File: src/design/cfle_pkg.sv
// Package for the chunk framing link endpoint: sizes, request and status codes,
// and the types passed between the front and back parts. No dependencies.
package cfle_pkg;

  localparam int unsigned TxStoreDepth = 4096;
  localparam int unsigned TxPacketSlots = 8;
  localparam int unsigned StoreAw = $clog2(TxStoreDepth);
  localparam int unsigned CountW = StoreAw + 1;
  localparam int unsigned SlotAw = (TxPacketSlots > 1) ? $clog2(TxPacketSlots) : 1;
  localparam int unsigned SlotCw = $clog2(TxPacketSlots + 1);
  localparam logic [7:0] CapDefault = 8'd255;
  localparam int unsigned QueueDepth = 2;

  typedef enum logic [1:0] {
    REQ_RX   = 2'd0,
    REQ_LOAD = 2'd1,
    REQ_SEND = 2'd2,
    REQ_NONE = 2'd3
  } req_e;

  typedef enum logic [2:0] {
    ST_NOTHING = 3'd0,
    ST_RX_DATA = 3'd1,
    ST_RX_END  = 3'd2,
    ST_TX_BYTE = 3'd3,
    ST_LOAD_OK = 3'd4,
    ST_LOAD_NO = 3'd5
  } status_e;

  typedef enum logic [1:0] {
    REG_CHUNK_CAP    = 2'd0,
    REG_BLOCK_ENABLE = 2'd1
  } reg_e;

  // Item handed from the front to the back part.
  typedef struct packed {
    req_e       req;
    logic [7:0] data;
    logic       last;
  } cmd_t;

  typedef struct packed {
    logic [2:0] status;
    logic [7:0] out_byte;
    logic       tx_is_header;
    logic       ack_pending;
    logic       tx_blocked;
  } result_t;

endpackage

File: src/design/cfle_if.sv
// Valid/ready channel interfaces for the endpoint's input and result items.
// Depends on cfle_pkg.
interface cfle_in_if;
  import cfle_pkg::*;
  logic       valid;
  logic       ready;
  logic [1:0] req_type;
  logic [7:0] data_byte;
  logic       load_last;
  modport source(output valid, req_type, data_byte, load_last, input ready);
  modport sink(input valid, req_type, data_byte, load_last, output ready);
endinterface


File: src/design/cfle_front.sv
// Front part: accepts input items, classifies the request and queues them.
// Depends on cfle_pkg and cfle_if.
module cfle_front import cfle_pkg::*; (
  input  logic       clk_i,
  input  logic       rst_ni,
  cfle_in_if.sink    in_if,
  output logic       cmd_valid_o,
  output cmd_t       cmd_o,
  input  logic       cmd_ready_i
);
  localparam int unsigned Aw = $clog2(QueueDepth);

  cmd_t fifo_q [QueueDepth];
  logic [Aw-1:0] wr_q, rd_q;
  logic [Aw:0]   cnt_q;
  logic push, pop;
  cmd_t cmd_in;

  // The request field maps one to one onto the request codes; code 3 is the idle request.
  always_comb begin
    cmd_in.data = in_if.data_byte;
    cmd_in.last = in_if.load_last;
    cmd_in.req = req_e'(in_if.req_type);
  end

  assign in_if.ready = (cnt_q != (Aw+1)'(QueueDepth));
  assign push = in_if.valid && in_if.ready;
  assign cmd_valid_o = (cnt_q != '0);
  assign pop = cmd_valid_o && cmd_ready_i;
  assign cmd_o = fifo_q[rd_q];

  always_ff @(posedge clk_i) begin
    if (push) fifo_q[wr_q] <= cmd_in;
  end

  always_ff @(posedge clk_i or negedge rst_ni) begin
    if (!rst_ni) begin
      wr_q <= '0;
      rd_q <= '0;
      cnt_q <= '0;
    end else begin
      if (push) wr_q <= wr_q + 1'b1;
      if (pop) rd_q <= rd_q + 1'b1;
      cnt_q <= cnt_q + (Aw+1)'(push) - (Aw+1)'(pop);
    end
  end

  assert property (@(posedge clk_i) disable iff (!rst_ni) cnt_q <= (Aw+1)'(QueueDepth))
    else $error("front queue overflow");
  assert property (@(posedge clk_i) disable iff (!rst_ni)
    (cnt_q == '0) |-> !cmd_valid_o) else $error("pop from empty queue");
  assert property (@(posedge clk_i) disable iff (!rst_ni)
    (push && !pop) |=> cnt_q == $past(cnt_q) + 1'b1) else $error("count slip");
endmodule

File: src/flat_wrapper.sv
// flat-port wrapper written by rule: the top's interface ports become plain ports
module cfle_front_flat import cfle_pkg::*;
  (clk_i, rst_ni, cmd_valid_o, cmd_o, cmd_ready_i, in_if_valid, in_if_req_type, in_if_data_byte, in_if_load_last, in_if_ready);
  cfle_in_if in_if_i ();
  input  logic clk_i;
  input  logic rst_ni;
  output logic cmd_valid_o;
  output cmd_t cmd_o;
  input  logic cmd_ready_i;
  input wire logic [$bits(in_if_i.valid)-1:0] in_if_valid;
  input wire logic [$bits(in_if_i.req_type)-1:0] in_if_req_type;
  input wire logic [$bits(in_if_i.data_byte)-1:0] in_if_data_byte;
  input wire logic [$bits(in_if_i.load_last)-1:0] in_if_load_last;
  output wire logic [$bits(in_if_i.ready)-1:0] in_if_ready;
  assign in_if_i.valid = in_if_valid;
  assign in_if_i.req_type = in_if_req_type;
  assign in_if_i.data_byte = in_if_data_byte;
  assign in_if_i.load_last = in_if_load_last;
  assign in_if_ready = in_if_i.ready;
  cfle_front u_core (.clk_i(clk_i), .rst_ni(rst_ni), .in_if(in_if_i), .cmd_valid_o(cmd_valid_o), .cmd_o(cmd_o), .cmd_ready_i(cmd_ready_i));
endmodule
File: config.mk
export PLATFORM = sky130hd
export DESIGN_NAME = cfle_front_flat
export DESIGN_NICKNAME = d
export VERILOG_FILES = /design/src/design/cfle_pkg.sv /design/src/design/cfle_if.sv /design/src/design/cfle_front.sv /design/src/flat_wrapper.sv
export SDC_FILE = /design/constraint.sdc
export NUM_CORES = 1
export LEC_CHECK = 0
export BUFFER_PORTS_ARGS = -buffer_cell sky130_fd_sc_hd__buf_2
export CAP_MARGIN = 20
export CORE_UTILIZATION = 38
export DETAILED_ROUTE_END_ITERATION = 7
export PLACE_DENSITY = 0.69
export RECOVER_POWER = 25
export SYNTH_ARGS = -nofsm -noshare
export SYNTH_HDL_FRONTEND = slang
export SYNTH_SLANG_ARGS = --single-unit
File: constraint.sdc
create_clock -name clk_i -period 3.4 [get_ports clk_i]
set_clock_uncertainty 0.05 [all_clocks]
set_input_delay 0.51 -clock clk_i [delete_from_list [all_inputs] [get_ports clk_i]]
set_output_delay 0.51 -clock clk_i [all_outputs]
set_load 0.005 [all_outputs]
# Word level (Yosys, flattened, before mapping)

Memories as Yosys holds them, arrays and structs flattened.
Index checks and enable logic that the tools add are counted.

$add $sub $neg: 4
Equality and inequality tests: 1
Muxes and demuxes: 2
Reductions and logical operators: 3

Operator list:

| cell                | number |
|---|---|
| $add 1x1->1 const B | 2 |
| $add 2x1->2         | 1 |
| $logic_and 1x1->1   | 2 |
| $mux 1              | 2 |
| $ne 2x2->1 const B  | 1 |
| $reduce_bool 2->1   | 1 |
| $sub 2x1->2         | 1 |

Bits in registers: 4
Memory bits (writable): 22
Input bits: 15
Output and inout bits: 13
Logic and storage cells: 14
Memories kept: 1

Memory list:

| name          | depth | width | rd ports | clocked after memory_dff | wr ports | line             | RTL |
|---|---|---|---|---|---|---|---|
| u_core.fifo_q | 2     | 11    | 1        | 0                        | 1        | cfle_front.sv:13 | `cmd_t fifo_q [QueueDepth];` |

# Logic depth before layout (Yosys ltp)

Word-level depth: 4
Depth in mapped cells: 7
Depth with buffers taken out: 7

# Worst setup path before layout

Ideal clock, no wire load.

Path type: flip-flop to flip-flop
Start point: register u_core.cnt_q[1]
End point: register u_core.cnt_q[1]
Library setup time: 123 ps
Arrival: 1503 ps
Required time: 3227 ps
Setup slack: 1724 ps
Stages on the path, launching flop included: 8
Path buffers: 0
Period minus slack after synthesis: 1676 ps
Cell sequence: dfrtp_1 > or2_4 > and2_4 > ha_1 > inv_1 > ha_1 > xnor2_1 > xnor2_1

Elaborated cells on any way between the ends: 6
Classes of those cells: 2 x add/sub; 1 x eq/ne; 3 x reduce/logical

RTL lines:

| what                     | line              | RTL |
|---|---|---|
| start: declaration       | cfle_front.sv:15  | `logic [Aw:0] cnt_q;` |
| start signal: assignment | cfle_front.sv:44  | `cnt_q <= cnt_q + (Aw+1)'(push) - (Aw+1)'(pop);` |
| $reduce_bool 2->1        | cfle_front.sv:28  | `assign cmd_valid_o = (cnt_q != '0);` |
| named net cmd_valid_o    | flat_wrapper.sv:7 | `output logic cmd_valid_o;` |
| $logic_and 1x1->1        | cfle_front.sv:29  | `assign pop = cmd_valid_o && cmd_ready_i;` |
| named net u_core.pop     | cfle_front.sv:16  | `logic push, pop;` |
| $sub 2x1->2              | cfle_front.sv:44  |  |

The timed path passes the listed nets, and every way through them passes these cells.
A chain may end at the register's enable or synchronous reset.

==> impl_metrics.json <==
{
  "tightest_slew_ps": 915.5,
  "ys_seq_area_share_pct": 76.00,
  "hold_viol": 0,
  "critPathSlowestCell": "dfrtp_1",
  "setup_slack_ps": 1307,
  "wl_per_cell_um": 12.49,
  "highest_layer": "met3",
  "htreeDepth": 1,
  "cts_sinks": 26,
  "post_cts_buffers": 0,
  "grt_pass1_wl_mm": 2.132,
  "yosysTopAreaCell": "edfxtp_1",
  "synth_nets": 70,
  "r2r_start": "u_core.cnt_q[1]",
  "gr-usage-all-layers_pct": 10.99,
  "root_buffer": "clkbuf_4",
  "core-area_um2": 2477,
  "antenna_found_initial": 0,
  "power_uw": 939.3,
  "hold_slack_ps": 326.7,
  "dp.cells": 109,
  "design_area_um2": 1211,
  "maxSlewHeadroom_pct": 38.74,
  "clk_path_buf_depth": 2,
  "yosys_warnings": 0,
  "final_core_utilization_pct": 48.89,
  "grt_pass1_vias": 492,
  "drt_wl_total_mm": 1.424,
  "via_per_inst": 4.588,
  "fp.dieW_um": 53.33,
  "cts_hold_buf": 1,
  "grt_overflow": 0,
  "drc": 0,
  "crit_fanout": 12,
  "row_count": 18,
  "syn_area_um2": 1001,
  "cts_tree": "done",
  "synth_top_area_share_pct": 66.00,
  "num_vias": 523,
  "clock_latency_ps": 310,
  "drv_cap": 0,
  "rrSetupSlack_ps": 1620,
  "ant_nets": 0,
  "crit_type": "reg2out",
  "portBuffers": 27,
  "cp-start-kind": "register",
  "nFillCells": 235,
  "nets": 102,
  "setup-violations-final": 0,
  "grt_max_degree": 15,
  "syn_inst": 53,
  "design.die.area_um2": 2844,
  "io_pins": 28,
  "wl_met3_um": 110,
  "antenna_cells": 0,
  "crit_required_ps": 2840,
  "power.leakage_nw": 0.4856,
  "dp_hpwl_mm": 1.036,
  "stdcell_count": 114,
  "power_density_nw_per_um2": 775.5,
  "period_needed_ps": 2093,
  "slowest_delay_ps": 690,
  "pre_cts_ws_ps": 1544,
  "period_share_pct": 61.55,
  "clkSlewWorstSetupHoldPaths_ps": 140,
  "met2_wirelength_um": 668,
  "synthTopCellsByArea": "edfxtp_1 66%, mux2_2 12%, dfrtp_1 10%",
  "place_area_um2": 1166,
  "hold_depth": 1,
  "die-height_um": 53.33,
  "firstDrtPassIters": 1,
  "cp_num_buf_inv": 1,
  "r2r_end": "u_core.fifo_q[0][4]",
  "cts-resized-gates": 0,
  "areaGrowthSynthToFinish_pct": 21.00,
  "hold_class": "in2reg",
  "start_util_pct": 40.40,
  "finalMaxSlewViolations": 0,
  "cp_top_family": "flip-flops",
  "cp-end-kind": "primary output",
  "ys_ff_latch": 26,
  "cts_inserted_buffers": 3,
  "hold_path.startpoint": "in_if_data_byte[1]",
  "critical_path.cell_chain": "mux2_2 -> buf_2",
  "avgSynthCellArea_um2": 18.89,
  "cp_data_arrival_time_ps": 1530,
  "setup_tns_ps": 0,
  "layout-drive-gt1-share_pct": 51.19,
  "timing.fmax_ghz": 0.4779,
  "synth.distinct_cells": 14,
  "wl_met1_um": 646,
  "reg2reg_depth": 3,
  "gp_congestion": 0.6153,
  "first_iter_violations": 0,
  "grt_setup_unrepaired": "no",
  "min_to": "u_core.fifo_q[1][2]",
  "vdd_ir_drop_max_uv": 514.7,
  "status": "finished clean"
}
report_power, final:
part	switching [mW]	leakage (nW)	internal [mW]
sequential	0.0546	0.251	0.443
clock	0.0866	0.0210	0.0653
combinational	0.123	0.214	0.167
total	0.264	0.486	0.675
Yosys cell counts, drive strengths merged:
master and number:
nand2 1, xnor2 3, and2 1, dfrtp 4, nor2 1, mux2 11
buf 1, ha 2, inv 3, or2 1, nand2b 1, and3 1
xor2 1, edfxtp 22
worst register-to-register path: stages, from the launching register on:
cell and delay, ps:
dfrtp_1 440, nand2b_1 120, nand2_1 100, nor2_1 710
worst max path at each step:
stage	start	to	slack, ps	cells after the start
floorplan	u_core.cnt_q[1]	u_core.cnt_q[1]	1720	7
global placement	in_if_valid	u_core.fifo_q[0][5]	1580	3
detailed placement	in_if_valid	u_core.fifo_q[0][4]	1540	3
CTS	u_core.rd_q	cmd_o[2]	1280	2
global route	u_core.rd_q	cmd_o[2]	1230	2
finish	u_core.rd_q	cmd_o[1]	1310	2
layout by cell type (no fill, tap or decap), drive strengths merged:
cell and instances:
buf 26, inv 3, xor2 1, mux2 11
clkbuf 5, dlygate4sd3 1, or2 1, nand2 1
and2 1, ha 2, dfrtp 4, and3 1
xnor2 3, edfxtp 22, nand2b 1, nor2 1
area by class of cell:
type / instances / area, um2 / area share (%)
Inverter: 3 / 11.26 / 0.9298
Tap cell: 30 / 37.54 / 3.099
Multi-Input combinational cell: 23 / 221.5 / 18.29
Sequential cell: 26 / 760.7 / 62.81
Timing Repair Buffer: 28 / 143.9 / 11.88
Clock buffer: 4 / 36.28 / 2.996
flip-flops by register name (all words and copies together), names as in the netlist:
register       count
u_core.fifo_q     22
u_core.rd_q        1
u_core.cnt_q       2
u_core.wr_q        1
routing by layer:
metal / up-vias / track usage [%]
met5: - / 0
met4: 0 / 5.263
met3: 0 / 2.011
met2: 20 / 18.13
met1: 248 / 13.70
li1: 255 / -
kinds of logic after synthesis:
kind of cell | count (synthesis) | synth area share, %
simple gates | 6 | 3.750
fa+ha+maj | 2 | 2.500
mux | 11 | 12.38
buf+inv | 4 | 1.875
flops | 26 | 76.00
xor+xnor | 4 | 3.501
Note: power is estimated with default switching activity, not from simulation.
