<file path="config.mk">
export PLATFORM = sky130hd
export DESIGN_NAME = cfle_regs
export DESIGN_NICKNAME = d
export VERILOG_FILES = /design/src/design/cfle_pkg.sv /design/src/design/cfle_regs.sv
export SDC_FILE = /design/constraint.sdc
export NUM_CORES = 1
export LEC_CHECK = 0
export BUFFER_PORTS_ARGS = -buffer_cell sky130_fd_sc_hd__buf_2
export CORE_ASPECT_RATIO = 1.25
export CORE_MARGIN = 3
export CORE_UTILIZATION = 32
export DETAILED_ROUTE_END_ITERATION = 8
export HOLD_SLACK_MARGIN = 0.15
export PLACE_DENSITY = 0.84
export REMOVE_ABC_BUFFERS = 1
export SKIP_LAST_GASP = 1
export SLEW_MARGIN = 5
export SYNTH_ARGS = -nofsm -noshare
export SYNTH_HDL_FRONTEND = slang
export SYNTH_SLANG_ARGS = --single-unit
</file>
<file path="constraint.sdc">
create_clock -name clk_i -period 1.1 [get_ports clk_i]
set_clock_uncertainty 0.05 [all_clocks]
set_input_delay 0.22 -clock clk_i [delete_from_list [all_inputs] [get_ports clk_i]]
set_output_delay 0.22 -clock clk_i [all_outputs]
set_load 0.05 [all_outputs]
</file>
<file path="src/design/cfle_pkg.sv">
// Package for the chunk framing link endpoint: sizes, request and status codes,
// and the types passed between the front and back parts. No dependencies.
package cfle_pkg;

  localparam int unsigned TxStoreDepth = 4096;
  localparam int unsigned TxPacketSlots = 8;
  localparam int unsigned StoreAw = $clog2(TxStoreDepth);
  localparam int unsigned CountW = StoreAw + 1;
  localparam int unsigned SlotAw = (TxPacketSlots > 1) ? $clog2(TxPacketSlots) : 1;
  localparam int unsigned SlotCw = $clog2(TxPacketSlots + 1);
  localparam logic [7:0] CapDefault = 8'd255;
  localparam int unsigned QueueDepth = 2;

  typedef enum logic [1:0] {
    REQ_RX   = 2'd0,
    REQ_LOAD = 2'd1,
    REQ_SEND = 2'd2,
    REQ_NONE = 2'd3
  } req_e;

  typedef enum logic [2:0] {
    ST_NOTHING = 3'd0,
    ST_RX_DATA = 3'd1,
    ST_RX_END  = 3'd2,
    ST_TX_BYTE = 3'd3,
    ST_LOAD_OK = 3'd4,
    ST_LOAD_NO = 3'd5
  } status_e;

  typedef enum logic [1:0] {
    REG_CHUNK_CAP    = 2'd0,
    REG_BLOCK_ENABLE = 2'd1
  } reg_e;

  // Item handed from the front to the back part.
  typedef struct packed {
    req_e       req;
    logic [7:0] data;
    logic       last;
  } cmd_t;

  typedef struct packed {
    logic [2:0] status;
    logic [7:0] out_byte;
    logic       tx_is_header;
    logic       ack_pending;
    logic       tx_blocked;
  } result_t;

endpackage

</file>
<file path="src/design/cfle_regs.sv">
// APB-style configuration registers: chunk cap and block enable.
// Depends on cfle_pkg.
module cfle_regs import cfle_pkg::*; (
  input  logic        clk_i,
  input  logic        rst_ni,
  input  logic        psel,
  input  logic        penable,
  input  logic        pwrite,
  input  logic [2:0]  paddr,
  input  logic [31:0] pwdata,
  output logic [31:0] prdata,
  output logic        pready,
  output logic [7:0]  chunk_cap_o,
  output logic        block_enable_o
);
  logic [7:0] cap_q;
  logic       ben_q;
  logic       wr;

  assign pready = 1'b1;
  assign wr = psel && penable && pwrite;

  always_ff @(posedge clk_i or negedge rst_ni) begin
    if (!rst_ni) begin
      cap_q <= CapDefault;
      ben_q <= 1'b1;
    end else if (wr && paddr[1:0] == 2'b00) begin
      if (paddr[2] == 1'b0) cap_q <= pwdata[7:0];
      else ben_q <= pwdata[0];
    end
  end

  always_comb begin
    unique case (reg_e'({1'b0, paddr[2]}))
      REG_CHUNK_CAP:    prdata = {24'd0, cap_q};
      REG_BLOCK_ENABLE: prdata = {31'd0, ben_q};
      default:          prdata = '0;
    endcase
  end

  assign chunk_cap_o = cap_q;
  assign block_enable_o = ben_q;
endmodule

</file>
# Yosys cells after proc, flatten, opt, wreduce, memory -nomap -nowiden
# Cells that the tools add are included.
# totals
inputBits	40
latch_bits	0
n_memories	0
ff_bits	9
mem_bits_rw	0
output_inout_bits	42
rom_bits	0
# classes
n_lt_le_gt_ge	0
n_mux	1
add_sub_neg	0
multipliers	0
eq_ne	0
shift	0
n_reduce_logical	6
div_mod_pow	0
bitwise_logic	1
# ops
op	count
case mux 32 bit (2 select lines)	1
AND reduction 2 bit	2
logical AND 1 bit	3
zero test 2 bit	1
inverter 1 bit	1

# Longest topological paths before layout
# Gate-level depths: netlist (run 1).
# logic_depth
ltp_word	4
depth_mapped	4

# Worst setup path after synthesis (run 1)
# No wires, ideal clock.
# synth_path
kind	input-to-reg
start	in paddr[2]
end	reg cap_q[0], in the netlist chunk_cap_o[0]
setup_slack_ns	-0.226
path_stages	3
t_arrival_ns	1.194
n_path_buf	1
setup_ns	0.082
required_time_ns	0.968
cell_sequence	or4_1 -> buf_6 -> mux2_4
# synth_between
elab_chain_cells	2
# synth_lines
element	line	rtl
from (decl)	cfle_regs.sv:9	input logic [2:0] paddr,
inverter 1 bit (no line)	n/a	
AND reduction 2 bit (no line)	n/a	
to (signal assigned)	cfle_regs.sv:25	cap_q <= CapDefault;
to (signal assigned)	cfle_regs.sv:28	if (paddr[2] == 1'b0) cap_q <= pwdata[7:0];
to (decl)	cfle_regs.sv:16	logic [7:0] cap_q;
# Every way passes these cells.
# A chain may end at the register's enable or synchronous reset.

# Worst setup path after layout (run 1)
# layout_path
start	reg cap_q[7], in the netlist chunk_cap_o[7]
end	out prdata[7]
# layout_between
elab_chain_cells	1
# layout_lines
element	line	rtl
case mux 32 bit (2 select lines)	cfle_regs.sv:34	unique case (reg_e'({1'b0, paddr[2]}))
to (decl)	cfle_regs.sv:11	output logic [31:0] prdata,
# Every way passes these cells. The select of a mux whose other input is x is not followed.

==> metrics, run 1 <==
drt first pass iters=2; Die Wd=46.9 um; worst skew pair latency=around 0.26 ns; DIE AREA=about 0.0027 mm2; hpwl dp=roughly 1000 um; Final #Nets=~160; Sw Ratio=0.439; flop-to-flop setup slack=0.02 ns; Final min period=about 1.4 ns; Critical Path Source Type=flop; Min-Delay Path Depth=3; Clk pin slew, worst setup/hold paths=about 0.06 ns; DP Cell Count=roughly 110; largest net degree at the start of global routing=10; FF-to-FF path depth=4; fmax=between 0.7 and 0.8 GHz; Area growth syn-to-layout=73.8%; Residual DRC=0; final hold violations=0; initial antenna violation count=0; routed len/inst=between 10 and 15 um; Place WS=-0.369 ns; register bit total from synthesis=9; first-pass GRT wire length=roughly 2300 um; critical path type=reg -> out; commonest non-fill, non-tap cell in the layout=conb_1; Post-Syn Area=668 um2; failing checks=setup timing; vias in the first global route=533; clock buffer depth=2; critical path arrival=between 1 and 1.5 ns; CP Max Fanout=3; leading cell types in the layout, fill and taps excluded=25 x conb_1, 14 x buf_8, 13 x buf_2, 13 x buf_4; critical path capture point type=output port; Max Cap Violations=0; # diodes=0; largest cells by area after synthesis=dfstp_2 35%, buf_4 28%, mux2_4 18%; top cell type's share of synthesized area=0.354; Finished Layout Cells=133; GP Congestion=approximately 0.64; Yosys warnings=0; WL final=about 1600 um; RSZ-0062 raised after global routing=yes; CTS tree=yes; final worst slack=-0.273 ns; setup violators final=25; IO Count=82; Comb pwr share=0.627; Netlist cell types=10; Synth area leader=dfstp_2; worst path required time=0.83 ns; clk root buf=clkbuf_4; htree depth=1; switching power=approximately 0.00088 W; Worst Hold Class=in -> reg; power per cell area=approximately 1700 mW/mm2; Critical Path Start=chunk_cap_o[7]; Tot Pwr=roughly 0.0020 W; Worst R2R End=chunk_cap_o[3]; Vias=between 500 and 600; Int Pwr=approximately 0.0011 W; status=complete, but fails checks; Port Buf Inserts=32; Vias/cell=approximately 4.0; Core Rows=17; DRT antenna net count=0; sequential fraction of the synthesis area=0.354; critical register-to-register path startpoint=chunk_cap_o[3]; Syn Area/Cell=roughly 12 um2; initial DRC count=2; clk sink count=9; Leak=roughly 0.62 nW; Initial Utilization=0.357; share of cells above drive strength 1=0.684; VDD IR-drop max=0.000863 V; Gate Count Post-Synth=57; core area=0.00187 mm2; Layout Utilization=0.620; grt total ovfl=0; Die Y=about 57 um; GRT Util Overall=0.120; power share of the clock group=0.127; Pins Over Slew Limit=0; CTS Buf Count=3; Sequential Power Share=0.246; Final Cycle Share=1.25; Critical Path End=prdata[7]
through the flow:
step,area (um2),hold WS [ns],setup TNS [ns]
global route,1160,0.264,-4.84
global placement,807,0.242,-4.16
finish,1160,0.263,-4.15
floorplan,556,0.0222,-4.34
detailed placement,807,0.265,-4.10
CTS,1090,0.256,-4.30
power by group through the flow:
stage	Clock [W]	Combinational [W]	Sequential, W
after floorplan	0	0.000452	0.000732
after CTS	0.000276	0.00115	0.000486
after global routing	0.000290	0.00131	0.000502
after global placement	0	0.000901	0.000480
after detailed placement	0	0.000905	0.000489
final	0.000254	0.00125	0.000491
timing repair:
item | 4_1_cts | 5_1_grt
setup buffers | 4 | 3
hold buffers | 9 | 0
resized for setup | 41 | 15
hold endpoints to repair | 17 | 0
pin swaps | 1 | 1
endpoints found under the setup margin | 25 | 26
Yosys cell counts:
cell type  instances
dfstp_2            9
nand3_1            1
buf_4             25
or4_1              1
mux2_2             2
nor4b_1            1
conb_1             2
mux2_4             8
buf_6              1
and2b_2            7
logic make-up (layout without fill, tap and decap cells):
group / after synthesis / count (layout) / synth area share
other cells: 2 / 25 / 0.0112
flops: 9 / 9 / 0.354
mux: 10 / 10 / 0.213
simple gates: 10 / 10 / 0.124
buf+inv: 26 / 60 / 0.298
worst max-delay path, cell delays in order, from the launching register on:
cell and delay (ns):
dfstp_2 0.54, and2b_2 0.16, buf_8 0.14
cell type report:
class	instances	area, um2
Fill cell	157	711
Multi-Input combinational cell	45	333
Timing Repair Buffer	56	542
Sequential cell	9	236
Clock buffer	4	26.3
Tap cell	19	23.8
worst min path at each step:
stage	startpoint	endpoint	slack (ns)
global route	paddr[0]	block_enable_o	0.26
detailed placement	rst_ni	chunk_cap_o[3]	0.27
finish	paddr[0]	block_enable_o	0.26
floorplan	rst_ni	block_enable_o	0.02
global placement	rst_ni	chunk_cap_o[7]	0.24
CTS	paddr[0]	block_enable_o	0.26
sequential cells by signal, indices dropped and copies added, names as in the netlist:
signal,count
block_enable_o,1
chunk_cap_o,8
per-layer routing:
layer | share of wire | up-vias | global-route usage
met2 | 0.56 | 39 | 0.223
met4 | 0 | 0 | 0.0474
met3 | 0.097 | 0 | 0.0315
met5 | 0 | - | 0
met1 | 0.35 | 246 | 0.116
li1 | - | 251 | -
Note: power is estimated with default switching activity, not from simulation.
==> run 2, diff against run 1 <==
==> constraint.sdc (replaced) <==
create_clock -name clk_i -period 1.1 [get_ports clk_i]
set_clock_uncertainty 0.05 [all_clocks]
set_input_delay 0 -clock clk_i [delete_from_list [all_inputs] [get_ports clk_i]]
set_output_delay 0 -clock clk_i [all_outputs]
set_load 0.05 [all_outputs]
==> run 2 against run 1 <==
Combinational power is 19% lower. Critical path depth is the same. The flow still finishes with violations (setup timing). Largest cell class unchanged. Final cell count decreased by 7.5%. First-iteration DRC count shrank 50%. Flip-flop and latch count did not move. Total power down 12%. Sequential share of layout area grew 3.4 points. Wire length is 12% lower. Sequential power about the same. Die area unchanged.
==> metrics, run 2 (synthesis results as in run 1) <==
vias in the first global route=~490; Vias=between 400 and 500; CP Max Fanout=3; final worst slack=-0.0488 ns; clock buffer depth=2; largest net degree at the start of global routing=10; DRT antenna net count=0; htree depth=1; M1 wire length=about 440 um; Critical Path Source Type=flop; # diodes=0; GP Congestion=between 0.6 and 0.7; Setup Total Neg Slack=-0.351 ns; final hold violations=0; VDD IR-drop max=between 0.0008 and 0.0009 V; Pins Over Slew Limit=0; worst skew pair latency=approximately 0.26 ns; Die Wd=~47 um; first-pass GRT wire length=2080 um; core area=0.00187 mm2; Leak=around 0.54 nW; commonest non-fill, non-tap cell in the layout=conb_1; Layout Utilization=0.532; DIE AREA=around 0.0027 mm2; initial DRC count=1; IO Count=82; clk root buf=clkbuf_4; Initial Utilization=0.357; critical path type=reg -> out; power per cell area=~1800 mW/mm2; WL final=1390 um; worst path required time=~1.1 ns; CTS hold repair buffers=9; RSZ-0062 raised after global routing=yes; initial antenna violation count=0; fillcell total=169; Tot Pwr=0.00176 W; drt first pass iters=2; share of cells above drive strength 1=0.635; Core Rows=17; Die Y=~57 um; critical path arrival=between 1 and 1.5 ns; hpwl dp=around 1000 um; Final Cycle Share=1.04; leading cell types in the layout, fill and taps excluded=25 x conb_1, 15 x buf_2, 14 x buf_4; CTS tree=yes; CTS Buf Count=3; fmax=0.870 GHz; status=complete, but fails checks; critical path capture point type=output port; failing checks=setup timing; Final min period=~1.1 ns; Worst Hold Class=in -> reg; Port Buf Inserts=32; Vias/cell=slightly above 4; Largest register FFs=8; Max Cap Violations=0; DP Cell Count=108; setup violators final=8; Residual DRC=0; Worst Hold Slack=0.0601 ns; met3 wire length=between 150 and 200 um; Clk pin slew, worst setup/hold paths=around 0.060 ns; GRT Util Overall=0.107; WL met2=777 um; Area growth syn-to-layout=49.1%; grt total ovfl=0; DR top layer=met3; clk sink count=9; Final #Nets=145; Finished Layout Cells=about 120; routed len/inst=between 10 and 15 um
==> run 2: final cells by class <==
| type | instances | area (um2) | area share |
|---|---|---|---|
| well taps | 19 | 23.8 | 0.0239 |
| clock buffers | 4 | 26.3 | 0.0264 |
| repair buffers | 46 | 387 | 0.388 |
| flip-flops and latches | 9 | 236 | 0.237 |
| multi-input cells | 45 | 323 | 0.324 |
==> run 2: worst paths after layout <==
| kind | startpoint | end | depth (start not counted) | slack (ns) |
|---|---|---|---|---|
| min | paddr[1] | block_enable_o | 3 | 0.06 |
| min in group asynchronous | rst_ni | chunk_cap_o[4] | 2 | 0.31 |
| max | chunk_cap_o[0] | prdata[0] | 2 | -0.05 |
| max reg2reg | chunk_cap_o[4] | chunk_cap_o[4] | 2 | 0.23 |
| min reg2reg | chunk_cap_o[3] | chunk_cap_o[3] | 1 | 0.58 |
| max in group asynchronous | rst_ni | block_enable_o | 2 | 0.67 |
==> run 2: repair_timing <==
item	CTS	global route
setup endpoints to repair	17	10
endpoints found under the hold margin	18	1
buffers inserted	1	1
resized for setup	26	9
gates cloned	0	0
==> run 2: per-stage QoR <==
stage	area, um2	setup WS (ns)
after floorplan	556	-0.123
after global routing	996	-0.102
final	996	-0.0488
after global placement	762	-0.152
after detailed placement	762	-0.151
after CTS	965	-0.0642
==> run 2: per-layer routing <==
layer  vias up  GRT usage
met3         0     0.0315
met5         -          0
met1       228      0.105
li1        230          -
met4         0     0.0474
met2        39      0.194
==> run 2: critical path, cell delays in order (launching register included) <==
cell and delay, ns:
dfstp_2 0.55, mux2_4 0.16, buf_8 0.14
==> run 2: report_power, final <==
part / leakage [nW] / total (W) / switching, W / internal [W]
clock network: 0.0150 / 0.000256 / 0.000116 / 0.000140
logic: 0.434 / 0.00101 / 0.000663 / 0.000352
registers: 0.0940 / 0.000494 / 0.0000493 / 0.000445
total: 0.543 / 0.00176 / 0.000828 / 0.000936
==> run 3, diff against run 2 <==
--- a/config.mk
+++ b/config.mk
@@ -8,10 +8,11 @@
 export BUFFER_PORTS_ARGS = -buffer_cell sky130_fd_sc_hd__buf_2
 export CORE_ASPECT_RATIO = 1.25
 export CORE_MARGIN = 3
-export CORE_UTILIZATION = 32
+export CORE_UTILIZATION = 33
+export CTS_BUF_LIST = sky130_fd_sc_hd__clkbuf_4
 export DETAILED_ROUTE_END_ITERATION = 8
 export HOLD_SLACK_MARGIN = 0.15
-export PLACE_DENSITY = 0.84
+export PLACE_DENSITY = 0.86
 export REMOVE_ABC_BUFFERS = 1
 export SKIP_LAST_GASP = 1
 export SLEW_MARGIN = 5
==> run 3 against run 2 <==
The run still ends with setup timing left. Largest power group unchanged. Sequential share of layout area down 0.44 points. Wire length up 2.2%. Total power up 2.9%. Maximum frequency down 0.32%.
==> metrics, run 3 (synthesis results as in run 1) <==
Vias/cell=4.01; worst path required time=between 1 and 1.5 ns; first-pass GRT wire length=roughly 2100 um; Core Rows=17; DRT antenna net count=0; hpwl dp=1050 um; critical path arrival=1.10 ns; initial antenna violation count=0; status=complete, but fails checks; Finished Layout Cells=125; Residual DRC=0; Die Y=roughly 56 um; Leak=0.557 nW; routed len/inst=11.4 um; Worst Hold Class=in -> reg; critical path capture point type=output port; CTS tree=yes; drt first pass iters=1; CP Max Fanout=3; WL final=approximately 1400 um; final hold violations=0; share of cells above drive strength 1=0.651; Initial Utilization=0.361; Place WS=-0.194 ns; setup violators final=8; initial DRC count=0; Area growth syn-to-layout=51.9%; Largest register FFs=8; leading cell types in the layout, fill and taps excluded=25 x conb_1, 16 x buf_4, 15 x buf_2; htree depth=1; Min-Delay Path Depth=3; failing checks=setup timing; Die Wd=~46 um; GRT Util Overall=0.114; worst skew pair latency=approximately 0.26 ns; GP Congestion=roughly 0.58; DIE AREA=about 0.0026 mm2; power per cell area=around 1800 mW/mm2; fmax=0.868 GHz; clk sink count=9; clk root buf=clkbuf_4; Vias=about 500; CTS Buf Count=3; IO Count=82; Port Buf Inserts=32; Final min period=1.15 ns; RSZ-0062 raised after global routing=yes; critical path type=reg -> out; Final #Nets=147; largest net degree at the start of global routing=10; clock buffer depth=2; Worst Hold Slack=0.0666 ns; VDD IR-drop max=between 0.0008 and 0.0009 V; CTS hold repair buffers=9; grt total ovfl=0; Tot Pwr=0.00181 W; FF-to-FF path depth=3; commonest non-fill, non-tap cell in the layout=conb_1; Clk pin slew, worst setup/hold paths=roughly 0.060 ns; Final Cycle Share=1.05; Max Cap Violations=0; # diodes=0; fillcell total=163; Critical Path Source Type=flop; DP Cell Count=108; core area=roughly 0.0019 mm2; Pins Over Slew Limit=0; vias in the first global route=roughly 500; final worst slack=-0.0526 ns
==> run 3: cell count changes in the layout (fill, tap and decap cells not counted) <==
cell	delta
clkbuf_1	-1
clkbuf_4	+1
buf_4	+2
==> run 3: metal layers <==
layer  vias to the layer above  track usage  share of wire
met5                         -            0              0
met4                         0       0.0488              0
met3                         0       0.0288           0.11
met2                        41        0.201           0.55
met1                       230        0.121           0.33
li1                        230            -              -
==> run 3: critical path, cell delays in order (launching register included) <==
cell and delay, ns:
dfstp_2 0.55, mux2_4 0.16, buf_8 0.14
==> run 3: repair_timing <==
action,in CTS,in global routing
endpoints found under the hold margin,18,1
gates resized for setup,29,5
buffers inserted,3,1
endpoints found under the setup margin,17,9
==> run 3: metrics by stage <==
step | TNS, ns | cell area, um2 | util
final | -0.337 | 1010 | 0.548
after global routing | -0.688 | 1010 | 0.548
after CTS | -0.475 | 993 | 0.537
after detailed placement | -1.49 | 762 | 0.412
after global placement | -1.40 | 762 | 0.412
after floorplan | -0.991 | 556 | -
==> run 3: area by class of cell <==
type	instances	area, um2	share of cell area
Timing Repair Buffer	48	402	0.396
Multi-Input combinational cell	45	323	0.318
Sequential cell	9	236	0.233
Clock buffer	4	30.0	0.0296
Tap cell	19	23.8	0.0234
==> run 3: where the power goes <==
group / internal (W) / switching [W] / total, W
Combinational: 0.000368 / 0.000671 / 0.00104
Clock: 0.000165 / 0.000118 / 0.000283
Sequential: 0.000444 / 0.0000484 / 0.000493
Total: 0.000977 / 0.000838 / 0.00181
==> run 3: worst paths after layout <==
kind / slack (ns) / to / start
max reg2reg: 0.11 / chunk_cap_o[7] / chunk_cap_o[7]
min in group asynchronous: 0.29 / chunk_cap_o[2] / rst_ni
max: -0.05 / prdata[0] / chunk_cap_o[0]
max in group asynchronous: 0.68 / chunk_cap_o[3] / rst_ni
min: 0.07 / block_enable_o / paddr[1]
min reg2reg: 0.58 / chunk_cap_o[1] / chunk_cap_o[1]
